File: src/rtl/assert_macros.svh
`ifndef ASSERT_MACROS_SVH
`define ASSERT_MACROS_SVH

// Property that must hold at every clock edge outside reset.
`define KBPD_ASSERT(label, prop, msg) \
  label: assert property (@(posedge clk_i) disable iff (!rst_ni) (prop)) else $error(msg);

// Antecedent at one edge implies consequent at the next.
`define KBPD_ASSERT_NEXT(label, ante, cons, msg) \
  label: assert property (@(posedge clk_i) disable iff (!rst_ni) (ante) |=> (cons)) \
    else $error(msg);

`endif

File: src/rtl/kbpd_pkg.sv
`default_nettype none

package kbpd_pkg;

  localparam int unsigned SPEED_W = 12;
  localparam int unsigned CMD_W   = 13;
  localparam int unsigned LEN_W   = 8;
  localparam int unsigned ACC_W   = 21;
  localparam int unsigned THR_W   = SPEED_W + LEN_W;
  localparam int unsigned POS_W   = 9;
  localparam int unsigned ADDR_W  = 8;
  localparam int unsigned DATA_W  = 32;

  localparam int unsigned SPEED_MAX = 4095;
  localparam int unsigned BURST_MAX = 255;

  localparam logic [POS_W-1:0] POS_LIMIT = '1;

  typedef enum logic [ADDR_W-1:0] {
    REG_FLOOR_SPEED  = 8'd0,
    REG_BOOST_SPEED  = 8'd1,
    REG_BURST_LENGTH = 8'd2,
    REG_KICK_LENGTH  = 8'd3
  } kbpd_reg_e;

  typedef struct packed {
    logic [SPEED_W-1:0] floor_speed;
    logic [SPEED_W-1:0] boost_speed;
    logic [LEN_W-1:0]   burst_length;
    logic [LEN_W-1:0]   kick_length;
  } kbpd_cfg_t;

endpackage

`default_nettype wire

File: src/rtl/kick_burst_pulse_drive.sv
`default_nettype none

// Two-wheel kick and burst pulse drive. One input word per clock carries the
// left and right desired speeds; the matching command word appears in the
// next cycle from an output register; a new word is taken every cycle while
// the output side keeps up (the output register alone sets the rate). Both
// wheels are handled by identical lanes updated in the same cycle. Any write
// to a listed configuration register clears the state of both wheels; write
// configuration only while no word is in flight.

module kick_burst_pulse_drive
  import kbpd_pkg::*;
(
  input  wire logic              clk_i,
  input  wire logic              rst_ni,
  input  wire logic              s_axis_tvalid_i,
  output logic                   s_axis_tready_o,
  // [12:0] left_desired, [25:13] right_desired, [31:26] zero
  input  wire logic [DATA_W-1:0] s_axis_tdata_i,
  output logic                   m_axis_tvalid_o,
  input  wire logic              m_axis_tready_i,
  // [12:0] left_command, [25:13] right_command, [31:26] zero
  output logic [DATA_W-1:0]      m_axis_tdata_o,
  input  wire logic              cfg_valid_i,
  output logic                   cfg_ready_o,
  input  wire logic [ADDR_W-1:0] cfg_addr_i,
  input  wire logic [DATA_W-1:0] cfg_data_i
);

  kbpd_cfg_t cfg_q, cfg_d;
  logic      cfg_hit;
  logic      step;
  logic signed [CMD_W-1:0] cmd [2];

  assign cfg_ready_o = 1'b1;
  assign step        = s_axis_tvalid_i && s_axis_tready_o;

  always_comb begin
    cfg_d   = cfg_q;
    cfg_hit = 1'b0;
    case (cfg_addr_i)
      REG_FLOOR_SPEED: begin
        cfg_d.floor_speed = cfg_data_i[SPEED_W-1:0];
        cfg_hit           = 1'b1;
      end
      REG_BOOST_SPEED: begin
        cfg_d.boost_speed = cfg_data_i[SPEED_W-1:0];
        cfg_hit           = 1'b1;
      end
      REG_BURST_LENGTH: begin
        cfg_d.burst_length = cfg_data_i[LEN_W-1:0];
        cfg_hit            = 1'b1;
      end
      REG_KICK_LENGTH: begin
        cfg_d.kick_length = cfg_data_i[LEN_W-1:0];
        cfg_hit           = 1'b1;
      end
      default: begin
        cfg_hit = 1'b0;
      end
    endcase
  end

  always_ff @(posedge clk_i or negedge rst_ni) begin
    if (!rst_ni) begin
      cfg_q.floor_speed  <= SPEED_W'(1);
      cfg_q.boost_speed  <= SPEED_W'(4095);
      cfg_q.burst_length <= LEN_W'(6);
      cfg_q.kick_length  <= LEN_W'(2);
    end else if (cfg_valid_i && cfg_ready_o) begin
      cfg_q <= cfg_d;
    end
  end

  for (genvar w = 0; w < 2; w++) begin : g_lane
    kbpd_lane u_lane (
      .clk_i     (clk_i),
      .rst_ni    (rst_ni),
      .cfg_i     (cfg_q),
      .step_i    (step),
      .clear_i   (cfg_valid_i && cfg_ready_o && cfg_hit),
      .desired_i (s_axis_tdata_i[w*CMD_W +: CMD_W]),
      .command_o (cmd[w])
    );
  end

  kbpd_merge u_merge (
    .clk_i         (clk_i),
    .rst_ni        (rst_ni),
    .load_i        (s_axis_tvalid_i),
    .left_i        (cmd[0]),
    .right_i       (cmd[1]),
    .ready_o       (s_axis_tready_o),
    .m_axis_tvalid (m_axis_tvalid_o),
    .m_axis_tready (m_axis_tready_i),
    .m_axis_tdata  (m_axis_tdata_o)
  );

endmodule

`default_nettype wire

File: src/rtl/kbpd_lane.sv
`default_nettype none

`include "assert_macros.svh"

module kbpd_lane
  import kbpd_pkg::*;
(
  input  wire logic                    clk_i,
  input  wire logic                    rst_ni,
  input  wire kbpd_cfg_t               cfg_i,
  input  wire logic                    step_i,
  input  wire logic                    clear_i,
  input  wire logic [CMD_W-1:0]        desired_i,
  output logic signed [CMD_W-1:0]      command_o
);

  logic [ACC_W-1:0]   acc_q, acc_d;
  logic [LEN_W-1:0]   brem_q, brem_d;
  logic [POS_W-1:0]   pos_q, pos_d;

  logic               neg;
  logic [CMD_W-1:0]   mag_raw;
  logic [SPEED_W-1:0] mag;
  logic [LEN_W-1:0]   burst;
  logic [THR_W-1:0]   threshold;
  logic [ACC_W-1:0]   acc_sum;
  logic               fire;
  logic               on;
  logic [SPEED_W-1:0] level;
  logic [POS_W-1:0]   pos_inc;

  assign neg     = desired_i[CMD_W-1];
  assign mag_raw = neg ? CMD_W'(-desired_i) : desired_i;
  assign mag     = (32'(mag_raw) > SPEED_MAX) ? SPEED_W'(SPEED_MAX) : mag_raw[SPEED_W-1:0];

  always_comb begin
    if (cfg_i.burst_length == '0) begin
      burst = LEN_W'(1);
    end else if (32'(cfg_i.burst_length) > BURST_MAX) begin
      burst = LEN_W'(BURST_MAX);
    end else begin
      burst = cfg_i.burst_length;
    end
  end

  assign threshold = THR_W'(cfg_i.floor_speed) * THR_W'(burst);
  assign acc_sum   = acc_q + ACC_W'(mag);
  assign fire      = acc_sum >= ACC_W'(threshold);
  assign pos_inc   = (pos_q == POS_LIMIT) ? pos_q : pos_q + POS_W'(1);

  always_comb begin
    acc_d  = acc_q;
    brem_d = brem_q;
    pos_d  = pos_q;
    on     = 1'b0;
    level  = '0;
    if (mag_raw == '0) begin
      acc_d  = '0;
      brem_d = '0;
      pos_d  = '0;
    end else if (cfg_i.floor_speed == '0 || mag >= cfg_i.floor_speed) begin
      level = mag;
      on    = 1'b1;
    end else if (brem_q != '0) begin
      level  = cfg_i.floor_speed;
      brem_d = brem_q - LEN_W'(1);
      on     = 1'b1;
    end else if (fire) begin
      acc_d  = acc_sum - ACC_W'(threshold);
      brem_d = burst - LEN_W'(1);
      level  = cfg_i.floor_speed;
      on     = 1'b1;
    end else begin
      acc_d = acc_sum;
      pos_d = '0;
    end
    if (on) begin
      pos_d = pos_inc;
      if (pos_inc <= POS_W'(cfg_i.kick_length) && cfg_i.boost_speed > level) begin
        level = cfg_i.boost_speed;
      end
    end
  end

  always_comb begin
    if (!on) begin
      command_o = '0;
    end else if (neg) begin
      command_o = -$signed({1'b0, level});
    end else begin
      command_o = $signed({1'b0, level});
    end
  end

  always_ff @(posedge clk_i or negedge rst_ni) begin
    if (!rst_ni) begin
      acc_q  <= '0;
      brem_q <= '0;
      pos_q  <= '0;
    end else if (clear_i) begin
      acc_q  <= '0;
      brem_q <= '0;
      pos_q  <= '0;
    end else if (step_i) begin
      acc_q  <= acc_d;
      brem_q <= brem_d;
      pos_q  <= pos_d;
    end
  end

  `KBPD_ASSERT(a_acc_below_thr,
               cfg_i.floor_speed == '0 || acc_q < ACC_W'(threshold), "acc at thr")
  `KBPD_ASSERT(a_brem_range, 32'(brem_q) < BURST_MAX, "burst count out of range")
  `KBPD_ASSERT_NEXT(a_zero_clears, step_i && !clear_i && mag_raw == '0,
                    acc_q == '0 && brem_q == '0 && pos_q == '0, "zero demand kept state")
  `KBPD_ASSERT_NEXT(a_on_moves_pos, step_i && !clear_i && command_o != '0,
                    pos_q != '0, "on tick without run position")

endmodule

`default_nettype wire

File: src/rtl/kbpd_merge.sv
`default_nettype none

module kbpd_merge
  import kbpd_pkg::*;
(
  input  wire logic                    clk_i,
  input  wire logic                    rst_ni,
  input  wire logic                    load_i,
  input  wire logic signed [CMD_W-1:0] left_i,
  input  wire logic signed [CMD_W-1:0] right_i,
  output logic                         ready_o,
  output logic                         m_axis_tvalid,
  input  wire logic                    m_axis_tready,
  output logic [DATA_W-1:0]            m_axis_tdata
);

  logic              valid_q;
  logic [DATA_W-1:0] data_q;

  assign ready_o       = !valid_q || m_axis_tready;
  assign m_axis_tvalid = valid_q;
  assign m_axis_tdata  = data_q;

  always_ff @(posedge clk_i or negedge rst_ni) begin
    if (!rst_ni) begin
      valid_q <= 1'b0;
    end else if (ready_o) begin
      valid_q <= load_i;
    end
  end

  always_ff @(posedge clk_i) begin
    if (load_i && ready_o) begin
      data_q <= {{(DATA_W - 2 * CMD_W){1'b0}}, right_i, left_i};
    end
  end

endmodule

`default_nettype wire
File: config.mk
export PLATFORM = sky130hd
export DESIGN_NAME = kick_burst_pulse_drive
export DESIGN_NICKNAME = d
export VERILOG_FILES = /design/src/rtl/kbpd_pkg.sv /design/src/rtl/kick_burst_pulse_drive.sv /design/src/rtl/kbpd_lane.sv /design/src/rtl/kbpd_merge.sv
export VERILOG_INCLUDE_DIRS = /design/src /design/src/rtl
export SDC_FILE = /design/constraint.sdc
export NUM_CORES = 1
export LEC_CHECK = 0
export BUFFER_PORTS_ARGS = -buffer_cell sky130_fd_sc_hd__buf_2
export CAP_MARGIN = 20
export CORE_ASPECT_RATIO = 1.1
export CORE_MARGIN = 8
export CORE_UTILIZATION = 43
export DETAILED_ROUTE_END_ITERATION = 7
export MAX_ROUTING_LAYER = met4
export PLACE_DENSITY_LB_ADDON = 0.2
export SLEW_MARGIN = 20
export SYNTH_ARGS = -nofsm -noshare
export SYNTH_HDL_FRONTEND = slang
export SYNTH_SLANG_ARGS = --single-unit
export TNS_END_PERCENT = 50
File: constraint.sdc
create_clock -name clk_i -period 9.65 [get_ports clk_i]
set_input_delay 1.93 -clock clk_i [delete_from_list [all_inputs] [get_ports clk_i]]
set_output_delay 1.93 -clock clk_i [all_outputs]
set_load 0.01 [all_outputs]
==> run_results.csv <==
group,metric,value,unit
floorplanning,ios,112,
flow_run,drv_cap,0,
critical_path,crit_path_max_fanout,8,
floorplanning,floorplan.initialDensity,43.41,%
floorplanning,rows,75,
global_routing,gr-total-overflow,0,
global_routing,grt_usage,22.75,%
placed_design,dp_cells,2701,
clock_network,numCtsBuffers,17,
route,viasPerCell,5.554,
placed_design,port_buffers,78,
synth,async_reset_ff_share,81.82,%
synth,synthCells,1958,
synth,ys_warn_count,0,
floorplanning,fp.dieW,202.5,µm
sta,fmax,108.4,MHz
critical_path,critPathRequiredTime,9.86,ns
synth,ys.flop_type,"dfrtp_1",
critical_path,cp_common_cell,"nor2_1",
cells_and_area,fin_nets,2545,
sta,hold_violations,0,
clock_network,cts_hold_buf,0,
route,drtAntennaViolNets,0,
synth,netlist_area,16460,µm²
placed_design,post-place-ws,-0.3909,ns
placed_design,detailed_place_hpwl,39610,µm
clock_network,cts-root-buf,"clkbuf_16",
floorplanning,core,37910,µm²
pwr,p_leak,9.609,nW
clock_network,clk_pin_slew,0.07,ns
critical_path,slowest_stage,"or4_4",
route,wirelength,49270,µm
global_routing,grt_pass1_vias,15480,
floorplanning,die_h,221.2,µm
critical_path,critical_path_arrival,9.43,ns
critical_path,cp-start-kind,"input pin",
floorplanning,die_area,44790,µm²
route,drt_iter0_markers,816,
sta,setup_violations,0,
clock_network,clock_latency,0.47,ns
cells_and_area,syn_to_final_growth,20.88,%
critical_path,cp-startpoint,"s_axis_tdata_i[5]",
cells_and_area,n_antenna_cell,0,
sta,worst_pin_slew,0.9652,ns
cells_and_area,drive_above_1_share,23.06,%
worst_hold_path,min_path_type,"reg -> reg",
synth,synth-edff-count,26,
clock_network,cts_tree,"yes",
pwr,powerDensity,335.6,nW/µm²
synth,synth_cell_types,87,
critical_path,endpoint_kind,"flop",
route,drt-wirelength-per-cell,17.97,µm
route,vias,15230,
synth,ys_ff_latch,143,
critical_path,slowest_delay,0.52,ns
route,drtPass1Iterations,5,
sta,period_needed,9.222,ns
cells_and_area,layout_common_cells,"buf_4, nand2_1, ha_1",
sta,tns,0,ns
clock_network,cts.path.max_buffers,2,
global_routing,antenna_found_initial,0,
critical_path,crit_type,"in -> reg",
route,drc,0,
global_routing,grt_start_max_net_pins,70,
cells_and_area,final_common_cell,"buf_4",
cells_and_area,layoutNonFillerInstCount,2742,
run_status,status,"completed",
clock_network,h-tree-depth,4,
worst_hold_path,hold_start,"g_lane[1].u_lane.acc_q[0]",
synth,seq_area_frac_synth,22.66,%
sta,finalCritPeriodShare,95.57,%
sta,fin_skew,0.01680,ns
synth,avgSynthCellArea,8.404,µm²
sta,fin_ws,0.4277,ns
global_routing,grt_pass1_wl,80230,µm
critical_path,regToRegStartpoint,"cfg_q[11]",
pwr,peakVddDrop,0.2407,mV
sta,drv_slew,0,
placed_design,gp_congestion,0.8847,
clock_network,clock-sinks,143,
sta,max-slew-margin-rel,35.65,%
pwr,finalPower,6.675,mW
==> where the power goes <==
group / total [mW] / switching, mW / internal (mW)
Clock: 0.678 / 0.331 / 0.347
Sequential: 0.897 / 0.130 / 0.768
Combinational: 5.10 / 2.69 / 2.41
==> Yosys cell counts (52+ instances only) <==
| cell | number | area share [%] |
|---|---|---|
| nand2_1 | 237 | 5.4 |
| ha_1 | 175 | 13 |
| nor2_1 | 162 | 3.7 |
| inv_1 | 131 | 3.0 |
| a21oi_1 | 117 | 3.6 |
| dfrtp_1 | 101 | 15 |
| o21ai_0 | 100 | 3.0 |
| xnor2_1 | 83 | 4.4 |
| fa_1 | 64 | 7.8 |
| clkbuf_1 | 59 | 1.3 |
| mux2_2 | 55 | 3.8 |
| and2_1 | 53 | 2.0 |
| xor2_1 | 52 | 2.8 |
==> cells by family (layout without fill, tap and decap cells) <==
logic type                 Yosys count  after routing  synth area share, %
and+or+nand+nor                    659            659                18.99
AOI/OAI and AO/OA                  474            474                18.81
adders and majority gates          239            239                21.09
buffers and inverters              218            497                5.368
DFF                                143            143                22.66
xor gates and xnor gates           135            135                7.185
muxes                               88             88                5.847
other                                2              7              0.04564
==> registers in the layout (all words and copies together), names as in the netlist <==
signal / flops
g_lane.u_lane.brem_q: 16
u_merge.m_axis_tvalid: 1
g_lane.u_lane.pos_q: 18
u_merge.m_axis_tdata: 26
cfg_q: 40
g_lane.u_lane.acc_q: 42
==> area by class of cell <==
class | count | area (µm²)
fillers | 3579 | 18020
multi-input cells | 1602 | 12140
flip-flops and latches | 143 | 3729
repair buffers | 334 | 2326
well taps | 500 | 625.6
inverters | 131 | 491.7
clock buffers | 17 | 425.4
clock inverters | 15 | 158.9
==> metrics by stage <==
stage | hold WS [ns] | util, % | instance area (µm²)
5_1_grt | 0.5154 | 52.47 | 19890
2_1_floorplan | 0.4485 | - | 16500
3_3_place_gp | 0.4605 | 50.11 | 19000
3_5_place_dp | 0.4746 | 50.11 | 19000
6_report | 0.4828 | 52.47 | 19890
4_1_cts | 0.4905 | 51.78 | 19630
==> worst max-delay path, delay by kind of cell <==
kind	cells	cell delay, ns
muxes	1	0.40
and+or+nand+nor	15	2.62
AOI/OAI and AO/OA	11	2.30
buffers and inverters	4	0.61
adders and majority gates	3	0.92
xor gates and xnor gates	3	0.62
==> worst paths after layout <==
check | end | slack, ns | cells after the start
min reg2reg | g_lane[1].u_lane.acc_q[0] | 0.48 | 2
min in group asynchronous | cfg_q[37] | 1.62 | 1
max in group asynchronous | g_lane[0].u_lane.brem_q[2] | 6.74 | 2
min | g_lane[1].u_lane.acc_q[0] | 0.48 | 2
max reg2reg | u_merge.m_axis_tdata[25] | 0.44 | 44
max | u_merge.m_axis_tdata[11] | 0.43 | 37
==> per-layer routing <==
metal | GRT usage, % | up-vias | wire [µm]
li1 | - | 7476 | -
met1 | 26.41 | 7265 | 20880
met2 | 37.94 | 376 | 23940
met3 | 2.733 | 113 | 1927
met4 | 12.55 | 0 | 2522
met5 | - | - | 0
==> what timing repair did <==
action / CTS / global route
endpoints found under the setup margin: 17 / 24
buffers inserted: 3 / 6
pin swaps: 3 / 28
gates resized for setup: 7 / 61
Note: power is estimated with default switching activity, not from simulation.
